## src/rtl/rrstp_pkg.sv

```systemverilog
package rrstp_pkg;

  localparam int KIND_W = 3;
  localparam int ID_W = 4;
  localparam int MS_W = 32;
  localparam int TICK_W = 32;
  localparam int TPM_W = 10;
  localparam int STATUS_W = 2;

  typedef enum logic [KIND_W-1:0] {
    KIND_TICK   = 3'd0,
    KIND_ADD    = 3'd1,
    KIND_REMOVE = 3'd2,
    KIND_PICK   = 3'd3,
    KIND_YIELD  = 3'd4,
    KIND_SLEEP  = 3'd5,
    KIND_NOP6   = 3'd6,
    KIND_NOP7   = 3'd7
  } kind_t;

  typedef enum logic [STATUS_W-1:0] {
    STATUS_OK         = 2'd0,
    STATUS_ADD_REFUSE = 2'd1,
    STATUS_NO_TASK    = 2'd2,
    STATUS_NO_CURRENT = 2'd3
  } status_t;

  typedef enum logic [1:0] {
    ST_RUNNABLE = 2'd0,
    ST_SLEEPING = 2'd1,
    ST_RUNNING  = 2'd2,
    ST_UNUSED   = 2'd3
  } slot_state_t;

  typedef enum logic [1:0] {
    MODE_NONE = 2'd0,
    MODE_TASK = 2'd1,
    MODE_IDLE = 2'd2,
    MODE_RSVD = 2'd3
  } mode_t;

  typedef enum logic [2:0] {
    BK_IDLE,
    BK_SCAN,
    BK_SHIFT,
    BK_MUL,
    BK_DONE
  } bk_state_t;

  typedef struct packed {
    kind_t           kind;
    logic [ID_W-1:0] task_id;
    logic [MS_W-1:0] sleep_ms;
  } cmd_t;

  typedef struct packed {
    status_t         status;
    logic [ID_W-1:0] chosen_task;
    logic            chose_idle;
  } res_t;

endpackage

```

## src/rtl/rrstp_if.sv

```systemverilog
interface rrstp_cmd_if import rrstp_pkg::*; ();
  logic valid;
  logic ready;
  logic [KIND_W-1:0] kind;
  logic [ID_W-1:0] task_id;
  logic [MS_W-1:0] sleep_ms;
  modport source (output valid, kind, task_id, sleep_ms, input ready);
  modport sink (input valid, kind, task_id, sleep_ms, output ready);
endinterface

interface rrstp_res_if import rrstp_pkg::*; ();
  logic valid;
  logic ready;
  logic [STATUS_W-1:0] status;
  logic [ID_W-1:0] chosen_task;
  logic chose_idle;
  modport source (output valid, status, chosen_task, chose_idle, input ready);
  modport sink (input valid, status, chosen_task, chose_idle, output ready);
endinterface

interface rrstp_cfg_if import rrstp_pkg::*; ();
  logic valid;
  logic ready;
  logic [TPM_W-1:0] data;
  modport source (output valid, data, input ready);
  modport sink (input valid, data, output ready);
endinterface

```

## src/rtl/rrstp_queue.sv

```systemverilog
module rrstp_queue import rrstp_pkg::*; (
  input  logic clk,
  input  logic rst,
  input  logic in_valid,
  output logic in_ready,
  input  cmd_t in_cmd,
  output logic out_valid,
  input  logic out_ready,
  output cmd_t out_cmd
);

  cmd_t slots [2];
  logic wr_ptr;
  logic rd_ptr;
  logic [1:0] fill;

  assign in_ready = fill != 2'd2;
  assign out_valid = fill != 2'd0;
  assign out_cmd = slots[rd_ptr];

  always_ff @(posedge clk) begin
    if (in_valid && in_ready) begin
      slots[wr_ptr] <= in_cmd;
    end
    if (rst) begin
      wr_ptr <= 1'b0;
      rd_ptr <= 1'b0;
      fill <= 2'd0;
    end else begin
      if (in_valid && in_ready) begin
        wr_ptr <= ~wr_ptr;
      end
      if (out_valid && out_ready) begin
        rd_ptr <= ~rd_ptr;
      end
      fill <= fill + {1'b0, in_valid && in_ready} - {1'b0, out_valid && out_ready};
    end
  end

endmodule

```

## src/rtl/rrstp_front.sv

```systemverilog
module rrstp_front import rrstp_pkg::*; (
  input  logic clk,
  input  logic rst,
  rrstp_cmd_if.sink cmd,
  output logic q_valid,
  input  logic q_ready,
  output cmd_t q_cmd
);

  cmd_t hold;
  logic full;

  assign cmd.ready = !full || q_ready;
  assign q_valid = full;
  assign q_cmd = hold;

  always_ff @(posedge clk) begin
    if (cmd.valid && cmd.ready) begin
      hold.kind <= kind_t'(cmd.kind);
      hold.task_id <= cmd.task_id;
      hold.sleep_ms <= cmd.sleep_ms;
    end
    if (rst) begin
      full <= 1'b0;
    end else if (cmd.valid && cmd.ready) begin
      full <= 1'b1;
    end else if (q_ready) begin
      full <= 1'b0;
    end
  end

endmodule

```

## src/rtl/rrstp_back.sv

```systemverilog
module rrstp_back import rrstp_pkg::*; #(
  parameter int MAX_TASKS = 16
) (
  input  logic clk,
  input  logic rst,
  input  logic [TPM_W-1:0] ticks_per_ms,
  input  logic q_valid,
  output logic q_ready,
  input  cmd_t q_cmd,
  rrstp_res_if.source res
);

  localparam int PW = $clog2(MAX_TASKS);
  localparam int CW = $clog2(MAX_TASKS + 1);

  bk_state_t state, state_next;
  cmd_t cur;
  logic [ID_W-1:0] ring_order [MAX_TASKS];
  logic [CW-1:0] ring_count;
  logic [MAX_TASKS-1:0] slot_present;
  slot_state_t slot_state [MAX_TASKS];
  logic [TICK_W-1:0] slot_wake_tick [MAX_TASKS];
  logic [MAX_TASKS-1:0] wake_valid;
  logic [TICK_W-1:0] now_tick;
  logic [ID_W-1:0] current_slot;
  mode_t current_mode;
  logic [CW-1:0] pos;
  logic [CW-1:0] found;
  logic [ID_W-1:0] pick;
  logic mode;
  logic [TICK_W-1:0] prod;
  logic [TICK_W-1:0] wake_sum;
  res_t out_r;
  logic out_full;
  logic [PW-1:0] cur_idx;
  logic id_ok;
  logic [PW-1:0] id_idx;
  logic [ID_W-1:0] scan_id;
  logic [PW-1:0] scan_idx;
  logic scan_run;
  logic scan_elig;
  logic [TICK_W-1:0] scan_wake;

  assign res.valid = out_full;
  assign res.status = out_r.status;
  assign res.chosen_task = out_r.chosen_task;
  assign res.chose_idle = out_r.chose_idle;
  assign q_ready = state == BK_IDLE && (!out_full || res.ready);

  assign id_ok = {{(32-ID_W){1'b0}}, cur.task_id} < 32'(MAX_TASKS);
  assign id_idx = PW'(cur.task_id);
  assign cur_idx = PW'(current_slot);
  assign scan_id = ring_order[pos[PW-1:0]];
  assign scan_idx = PW'(scan_id);
  assign scan_wake = wake_valid[scan_idx] ? slot_wake_tick[scan_idx] : '0;
  // the current task is released in the first scan cycle and counts as runnable there
  assign scan_run = !mode && current_mode == MODE_TASK && current_slot == scan_id &&
    slot_present[scan_idx] && slot_state[scan_idx] == ST_RUNNING;
  assign scan_elig = slot_state[scan_idx] == ST_RUNNABLE || scan_run ||
    (slot_state[scan_idx] == ST_SLEEPING && scan_wake != '0 && scan_wake <= now_tick);
  assign wake_sum = now_tick + prod;

  always_comb begin
    state_next = state;
    case (state)
      BK_IDLE: if (q_valid && q_ready) begin
        state_next = BK_SCAN;
      end
      BK_SCAN: begin
        if (cur.kind == KIND_SLEEP) begin
          state_next = BK_MUL;
        end else if ((cur.kind != KIND_PICK && cur.kind != KIND_REMOVE) || pos >= ring_count) begin
          state_next = (cur.kind == KIND_PICK || cur.kind == KIND_REMOVE) ? BK_SHIFT : BK_DONE;
        end else if (cur.kind == KIND_REMOVE && (!id_ok || !slot_present[id_idx])) begin
          state_next = BK_SHIFT;
        end else if ((cur.kind == KIND_PICK && scan_elig) ||
                     (cur.kind == KIND_REMOVE && scan_id == cur.task_id)) begin
          state_next = BK_SHIFT;
        end
      end
      BK_SHIFT: begin
        if (cur.kind == KIND_REMOVE || found >= ring_count || pos == '0) begin
          state_next = BK_DONE;
        end
      end
      BK_MUL: state_next = BK_DONE;
      BK_DONE: state_next = BK_IDLE;
      default: state_next = BK_IDLE;
    endcase
  end

  always_ff @(posedge clk) begin
    state <= rst ? BK_IDLE : state_next;
    if (rst) begin
      ring_count <= '0;
      slot_present <= '0;
      wake_valid <= '0;
      now_tick <= '0;
      current_slot <= '0;
      current_mode <= MODE_NONE;
      out_full <= 1'b0;
    end else begin
      if (res.ready) begin
        out_full <= 1'b0;
      end
      case (state)
        BK_IDLE: if (q_valid && q_ready) begin
          cur <= q_cmd;
          pos <= '0;
          found <= CW'(MAX_TASKS);
          out_r <= '{STATUS_OK, '0, 1'b0};
          mode <= 1'b0;
        end
        BK_SCAN: begin
          case (cur.kind)
            KIND_TICK: now_tick <= now_tick + 1'b1;
            KIND_ADD: begin
              if (!id_ok || slot_present[id_idx] || ring_count >= CW'(MAX_TASKS)) begin
                out_r.status <= STATUS_ADD_REFUSE;
              end else begin
                for (int i = MAX_TASKS - 1; i > 0; i--) begin
                  ring_order[i] <= ring_order[i-1];
                end
                ring_order[0] <= cur.task_id;
                ring_count <= ring_count + 1'b1;
                slot_present[id_idx] <= 1'b1;
                slot_state[id_idx] <= ST_RUNNABLE;
              end
            end
            KIND_REMOVE: begin
              if (!id_ok || !slot_present[id_idx]) begin
                out_r.status <= STATUS_NO_TASK;
                found <= ring_count;
              end else if (pos < ring_count && scan_id == cur.task_id) begin
                found <= pos;
              end else if (pos < ring_count) begin
                pos <= pos + 1'b1;
              end else begin
                found <= ring_count;
              end
            end
            KIND_PICK: begin
              if (!mode) begin
                mode <= 1'b1;
                if (current_mode == MODE_TASK && slot_present[cur_idx] &&
                    slot_state[cur_idx] == ST_RUNNING) begin
                  slot_state[cur_idx] <= ST_RUNNABLE;
                end
                current_mode <= MODE_NONE;
                current_slot <= '0;
              end
              if (pos < ring_count && scan_elig) begin
                found <= pos;
                pick <= scan_id;
              end else if (pos < ring_count) begin
                pos <= pos + 1'b1;
              end else begin
                found <= ring_count;
              end
            end
            KIND_YIELD: begin
              if (current_mode == MODE_NONE) begin
                out_r.status <= STATUS_NO_CURRENT;
              end else begin
                if (current_mode == MODE_TASK && slot_present[cur_idx] &&
                    slot_state[cur_idx] == ST_RUNNING) begin
                  slot_state[cur_idx] <= ST_RUNNABLE;
                end
                current_mode <= MODE_NONE;
                current_slot <= '0;
              end
            end
            KIND_SLEEP: prod <= cur.sleep_ms * {22'd0, ticks_per_ms};
            default: ;
          endcase
        end
        BK_SHIFT: begin
          if (cur.kind == KIND_REMOVE) begin
            if (found < ring_count) begin
              for (int i = 0; i < MAX_TASKS - 1; i++) begin
                if (CW'(i) >= found) begin
                  ring_order[i] <= ring_order[i+1];
                end
              end
              ring_count <= ring_count - 1'b1;
            end
            if (out_r.status == STATUS_OK) begin
              slot_present[id_idx] <= 1'b0;
              if (current_mode == MODE_TASK && current_slot == cur.task_id) begin
                current_mode <= MODE_NONE;
                current_slot <= '0;
              end
            end
            pos <= '0;
          end else if (found >= ring_count) begin
            out_r.chose_idle <= 1'b1;
            current_mode <= MODE_IDLE;
            current_slot <= '0;
          end else if (pos != '0) begin
            for (int i = 0; i < MAX_TASKS - 1; i++) begin
              if (CW'(i) + 1'b1 < ring_count) begin
                ring_order[i] <= ring_order[i+1];
              end else if (CW'(i) + 1'b1 == ring_count) begin
                ring_order[i] <= ring_order[0];
              end
            end
            if (ring_count == CW'(MAX_TASKS)) begin
              ring_order[MAX_TASKS-1] <= ring_order[0];
            end
            pos <= pos - 1'b1;
          end
          if (cur.kind == KIND_PICK && (found >= ring_count || pos == '0)) begin
            if (found < ring_count) begin
              slot_state[PW'(pick)] <= ST_RUNNING;
              current_mode <= MODE_TASK;
              current_slot <= pick;
              out_r.chosen_task <= pick;
            end
          end
        end
        BK_MUL: begin
          if (current_mode == MODE_NONE) begin
            out_r.status <= STATUS_NO_CURRENT;
          end else begin
            if (current_mode == MODE_TASK && slot_present[cur_idx]) begin
              slot_state[cur_idx] <= ST_SLEEPING;
              slot_wake_tick[cur_idx] <= wake_sum;
              wake_valid[cur_idx] <= 1'b1;
            end
            current_mode <= MODE_NONE;
            current_slot <= '0;
          end
        end
        BK_DONE: out_full <= 1'b1;
        default: ;
      endcase
      if (state == BK_SCAN && cur.kind == KIND_PICK && state_next == BK_SHIFT &&
          pos < ring_count) begin
        pos <= pos + 1'b1;
      end
    end
  end

endmodule

```

## src/rtl/round_robin_sleep_task_picker.sv

```systemverilog
// Round-robin task picker with sleeping tasks. Items pass a one-item front
// register and a two-entry queue into a sequencer that runs one item at a time
// and takes the next only once the previous result is taken. A sleep adds one
// registered multiply, a remove scans the ring until it finds its task (no
// scan when the task is absent), and a pick scans the ring for an eligible
// task and then rotates the ring so that the chosen task moves to its end, or
// falls to idle when no task in the ring is eligible. The user must write
// ticks_per_ms only while no item is in flight; the block itself does not enforce it.
module round_robin_sleep_task_picker import rrstp_pkg::*; #(
  parameter int MAX_TASKS = 16
) (
  input logic clk,
  input logic rst,
  rrstp_cfg_if.sink cfg,
  rrstp_cmd_if.sink cmd,
  rrstp_res_if.source res
);

  logic [TPM_W-1:0] ticks_per_ms;
  logic f_valid, f_ready, b_valid, b_ready;
  cmd_t f_cmd, b_cmd;

  assign cfg.ready = 1'b1;

  always_ff @(posedge clk) begin
    if (rst) begin
      ticks_per_ms <= TPM_W'(1);
    end else if (cfg.valid) begin
      ticks_per_ms <= cfg.data;
    end
  end

  rrstp_front u_front (
    .clk, .rst, .cmd,
    .q_valid(f_valid), .q_ready(f_ready), .q_cmd(f_cmd)
  );

  rrstp_queue u_queue (
    .clk, .rst,
    .in_valid(f_valid), .in_ready(f_ready), .in_cmd(f_cmd),
    .out_valid(b_valid), .out_ready(b_ready), .out_cmd(b_cmd)
  );

  rrstp_back #(.MAX_TASKS(MAX_TASKS)) u_back (
    .clk, .rst, .ticks_per_ms,
    .q_valid(b_valid), .q_ready(b_ready), .q_cmd(b_cmd), .res
  );

endmodule
```

## src/flat_wrapper.sv

```systemverilog
// flat-port wrapper written by rule: the top's interface ports become plain ports
module round_robin_sleep_task_picker_flat import rrstp_pkg::*;
#(
  parameter int MAX_TASKS = 16
)
  (clk, rst, cfg_valid, cfg_data, cfg_ready, cmd_valid, cmd_kind, cmd_task_id, cmd_sleep_ms, cmd_ready, res_valid, res_status, res_chosen_task, res_chose_idle, res_ready);
  rrstp_cfg_if cfg_i ();
  rrstp_cmd_if cmd_i ();
  rrstp_res_if res_i ();
  input logic clk;
  input logic rst;
  input wire logic [$bits(cfg_i.valid)-1:0] cfg_valid;
  input wire logic [$bits(cfg_i.data)-1:0] cfg_data;
  output wire logic [$bits(cfg_i.ready)-1:0] cfg_ready;
  input wire logic [$bits(cmd_i.valid)-1:0] cmd_valid;
  input wire logic [$bits(cmd_i.kind)-1:0] cmd_kind;
  input wire logic [$bits(cmd_i.task_id)-1:0] cmd_task_id;
  input wire logic [$bits(cmd_i.sleep_ms)-1:0] cmd_sleep_ms;
  output wire logic [$bits(cmd_i.ready)-1:0] cmd_ready;
  output wire logic [$bits(res_i.valid)-1:0] res_valid;
  output wire logic [$bits(res_i.status)-1:0] res_status;
  output wire logic [$bits(res_i.chosen_task)-1:0] res_chosen_task;
  output wire logic [$bits(res_i.chose_idle)-1:0] res_chose_idle;
  input wire logic [$bits(res_i.ready)-1:0] res_ready;
  assign cfg_i.valid = cfg_valid;
  assign cfg_i.data = cfg_data;
  assign cfg_ready = cfg_i.ready;
  assign cmd_i.valid = cmd_valid;
  assign cmd_i.kind = cmd_kind;
  assign cmd_i.task_id = cmd_task_id;
  assign cmd_i.sleep_ms = cmd_sleep_ms;
  assign cmd_ready = cmd_i.ready;
  assign res_valid = res_i.valid;
  assign res_status = res_i.status;
  assign res_chosen_task = res_i.chosen_task;
  assign res_chose_idle = res_i.chose_idle;
  assign res_i.ready = res_ready;
  round_robin_sleep_task_picker #(.MAX_TASKS(MAX_TASKS)) u_core (.clk(clk), .rst(rst), .cfg(cfg_i), .cmd(cmd_i), .res(res_i));
endmodule
```

## config.mk

```make
export PLATFORM = sky130hd
export DESIGN_NAME = round_robin_sleep_task_picker_flat
export DESIGN_NICKNAME = d
export VERILOG_FILES = /design/src/rtl/rrstp_pkg.sv /design/src/rtl/rrstp_if.sv /design/src/rtl/rrstp_queue.sv /design/src/rtl/rrstp_front.sv /design/src/rtl/rrstp_back.sv /design/src/rtl/round_robin_sleep_task_picker.sv /design/src/flat_wrapper.sv
export SDC_FILE = /design/constraint.sdc
export NUM_CORES = 2
export LEC_CHECK = 0
export BUFFER_PORTS_ARGS = -buffer_cell sky130_fd_sc_hd__buf_2
export CAP_MARGIN = 0
export CORE_MARGIN = 2
export CORE_UTILIZATION = 48
export DETAILED_ROUTE_END_ITERATION = 8
export PLACE_DENSITY_LB_ADDON = 0.2
export RECOVER_POWER = 50
export SLEW_MARGIN = 20
export SYNTH_ARGS = -nofsm -noshare
export SYNTH_HDL_FRONTEND = slang
export SYNTH_SLANG_ARGS = --single-unit
export TNS_END_PERCENT = 100
```

## constraint.sdc

```tcl
create_clock -name clk -period 7.1 [get_ports clk]
set_input_delay 1.42 -clock clk [delete_from_list [all_inputs] [get_ports clk]]
set_output_delay 1.42 -clock clk [all_outputs]
set_load 0.02 [all_outputs]
```

==> run_results.csv <==
group,metric,value,unit
logic_synthesis,yosys_warnings,0,
power_and_ir_drop,max-vdd-ir-drop,0.355,mV
logic_synthesis,ys_types,87,
power_and_ir_drop,switchingPower,0.00886,W
logic_synthesis,netlist_area,48600,µm²
setup_path,cp.arrival,6.91,ns
placement,portBuffers,62,
setup_path,worstSetupEndpointType,"flip-flop",
drt,first_pass_iters,7,
drt,detail-route-antenna-nets,0,
sta,fin_crit,6.50,ns
power_and_ir_drop,internal-power,0.0129,W
sta,fin_setup_tns,0,ns
clock_network,clkTransAtPathRegs,0.06,ns
placement,place_congestion,0.869,
sta,fin_crit_sh,91.5,%
drt,drc,0,
placement,placed_area,50900,µm²
drt,routed_wl,124000,µm
clock_network,cts_root_buf,"clkbuf_16",
clock_network,cts_hold_buf,0,
clock_network,cts_buffers,97,
floorplan,dieArea,104000,µm²
power_and_ir_drop,power_frac_seq,30.5,%
logic_synthesis,ys_ff_latch,920,
floorplan,die_h,322,µm
setup_path,worstPathMaxFanout,18,
logic_synthesis,netlist_instances,4195,
logic_synthesis,yosysSeqAreaShare,54.7,%
drt,via_per_inst,5.70,
placement,numPlacedInstances,5503,
logic_synthesis,synth_enable_flop_cells,818,
outcome,status,"finished, violations left",
sta,slew-limit-headroom,-160,%
clock_network,cts.sinks,920,
logic_synthesis,async_reset_ff_share,0,%
setup_path,critPathKind,"flip-flop to flip-flop",
power_and_ir_drop,p_sw_share,40.6,%
global_routing,grt_pass1_wl,191000,µm
clock_network,htree_levels,3,
global_routing,grt.overflow.total,0,
sta,rsz0062_at_grt,"no",
clock_network,clock_latency,0.69,ns
power_and_ir_drop,pwr-share-comb,46.1,%
sta,hold_viol,0,
global_routing,antenna_found_initial,3,
setup_path,cp.required,7.51,ns
floorplan,initial_core_util,48.5,%
sta,clock.fmax,0.154,GHz
global_routing,grt_usage,24.1,%
logic_synthesis,syn_avg_cell_area,11.6,µm²
final_layout,final_cells,5689,
clock_network,cts-resized-gates,0,
sta,clock_skew,0.0268,ns
drt,drt_iter0_markers,3340,
placement,dp_hpwl,81600,µm
drt,drt-wirelength-per-cell,21.8,µm
drt,num_vias,32400,
logic_synthesis,syn_nets,4577,
sta,worst_pin_slew,3.90,ns
clock_network,cts_buffer_depth,3,
power_and_ir_drop,p_per_area,404,nW/µm²
clock_network,cts_tree,"yes",
setup_path,rrSetupSlack,0.60,ns
clock_network,cts_setup_buffers,0,
final_layout,design_area,54000,µm²
final_layout,fin_nets,4627,
floorplan,core,100000,µm²
global_routing,grt_start_max_net_pins,81,
final_layout,area_growth,11.0,%
sta,setup_viol,0,
floorplan,die_x,322,µm
outcome,failed_checks,"capacitance limit, slew limit",
sta,drv_slew,541,
setup_path,critPathLaunchType,"flip-flop",
worst_hold_path,hp-class,"flip-flop to flip-flop",
floorplan,fp-row-count,116,
power_and_ir_drop,power_frac_clock,23.4,%
logic_synthesis,synth_flop_cell,"edfxtp_1",
floorplan,io_pins,64,
flow_run,maxCapViolCount,18,
final_layout,final_layout_size_suffix_gt1_share,9.93,%
global_routing,first_global_vias,32000,
power_and_ir_drop,p_leak,19.4,nW
-- synth_stat cells, drive strengths merged, types with 6 or more instances --
library cell	number	area, µm²
a211oi	17	128
a31oi	21	131
a2111oi	18	170
nor2	612	2300
a21oi	186	935
edfxtp	818	24600
nor3	105	542
and3	19	119
clkbuf	140	526
fa	199	3980
nand4	66	413
or2	10	62.6
inv	243	912
and4	7	61.3
mux4	23	518
ha	129	1610
mux2i	132	1330
or3	11	68.8
nand2b	38	238
mux2	60	683
dfxtp	102	2040
xor2	15	131
nand3	62	310
a22oi	23	173
o21a	67	503
o21bai	10	75.1
o41ai	6	60.1
xnor2	101	885
o21ai	247	1240
nor2b	23	144
buf	82	473
nor4	12	75.1
nand2	305	1140
o211ai	7	52.6
nand3b	7	52.6
nor3b	14	110
a311oi	16	140
and2	137	857
o22ai	33	213
a21o	24	188
-- final timing paths --
kind | cells after the start | from | endpoint
max reg2reg | 21 | u_core.ticks_per_ms[1] | u_core.u_back.prod[31]
min reg2reg | 0 | u_core.u_front.q_cmd[1] | u_core.u_queue.slots[1][1]
min | 0 | u_core.u_front.q_cmd[1] | u_core.u_queue.slots[1][1]
max | 21 | u_core.ticks_per_ms[1] | u_core.u_back.prod[31]
-- registers in the layout (all words and copies together), names as in the netlist, 5 cells and up, named ones only --
register / count
u_core.u_back.found: 5
u_core.ticks_per_ms: 10
u_core.u_back.slot_state: 32
u_core.u_back.cur: 35
u_core.u_back.wake_valid: 16
u_core.u_front.q_cmd: 39
u_core.u_queue.slots: 78
u_core.u_back.now_tick: 32
u_core.u_back.ring_count: 5
u_core.u_back.ring_order: 64
u_core.u_back.pos: 5
u_core.u_back.prod: 32
u_core.u_back.slot_wake_tick: 512
-- stage by stage --
stage / hold slack [ns] / worst slack, ns / total power, W / util, %
after floorplan: 0.421 / 0.986 / 0.0135 / -
after global placement: 0.422 / 0.664 / 0.0166 / 50.7
after detailed placement: 0.430 / 0.585 / 0.0167 / 50.7
after CTS: 0.440 / 0.566 / 0.0218 / 54.0
after global routing: 0.442 / 0.174 / 0.0232 / 53.8
final: 0.437 / 0.600 / 0.0218 / 53.8
-- critical path, cell delays in order, from the launching register on --
cell and delay [ns]:
dfxtp_1 0.73, nand2_1 0.17, fa_1 0.56, inv_1 0.05, fa_1 0.49, inv_1 0.05, fa_1 0.53, inv_1 0.06
fa_1 0.39, fa_1 0.47, ha_1 0.37, a21o_1 0.20, a21o_1 0.18, a21oi_1 0.27, o21ai_0 0.14, a21oi_1 0.20
a31oi_1 0.16, a41o_1 0.27, or4_1 0.43, a31o_2 0.25, a21oi_1 0.16, xnor2_1 0.09
-- kinds of logic after synthesis --
group	synth area share, %
AO/OA/AOI/OAI	9.09
XOR/XNOR	2.09
adder cells (fa/ha/maj)	11.5
buffers and inverters	3.95
flip-flops	54.7
multiplexers	5.21
other	0.00771
AND/OR/NAND/NOR	13.4
-- layer usage --
layer / global-route usage [%] / routed length [µm] / up-vias
li1: - / - / 15000
met1: 34.5 / 54200 / 16000
met2: 37.4 / 55700 / 1233
met3: 4.39 / 10200 / 244
met4: 7.33 / 3670 / 2
met5: 0 / 11 / -
-- layout by cell type, fill, tap and decap left out, drive strengths merged, types with 10 or more instances in the layout --
| cell | n |
|---|---|
| nor2 | 612 |
| mux2 | 60 |
| nand3 | 62 |
| nor3b | 14 |
| or3 | 11 |
| dfxtp | 102 |
| a21oi | 186 |
| a22oi | 23 |
| o22ai | 33 |
| nand2b | 38 |
| mux4 | 23 |
| ha | 129 |
| nor4 | 12 |
| o21a | 67 |
| nand4 | 66 |
| buf | 145 |
| inv | 246 |
| or2 | 10 |
| fa | 199 |
| and2 | 137 |
| a21o | 24 |
| a211oi | 17 |
| nor2b | 23 |
| nor3 | 105 |
| xnor2 | 101 |
| mux2i | 132 |
| a31oi | 21 |
| clkinv | 48 |
| a2111oi | 18 |
| nand2 | 305 |
| clkbuf | 151 |
| o21ai | 247 |
| edfxtp | 818 |
| o21bai | 10 |
| and3 | 19 |
| a311oi | 16 |
| xor2 | 15 |
-- power groups by stage --
stage	clock, W	combinational [W]	sequential [W]
finish	0.00510	0.0101	0.00664
global route	0.00540	0.0111	0.00667
CTS	0.00519	0.0100	0.00663
detailed placement	0	0.00996	0.00674
global placement	0	0.00987	0.00673
floorplan	0	0.00700	0.00647
-- layout make-up --
| type | instances | area (µm²) |
|---|---|---|
| Fill cell | 8613 | 46300 |
| Timing Repair Buffer | 173 | 1220 |
| Inverter | 246 | 928 |
| Sequential cell | 920 | 26600 |
| Antenna cell | 2 | 5.00 |
| Multi-Input combinational cell | 2807 | 20300 |
| Clock inverter | 61 | 637 |
| Clock buffer | 123 | 2580 |
| Tap cell | 1357 | 1700 |
Note: power is estimated with default switching activity, not from simulation.
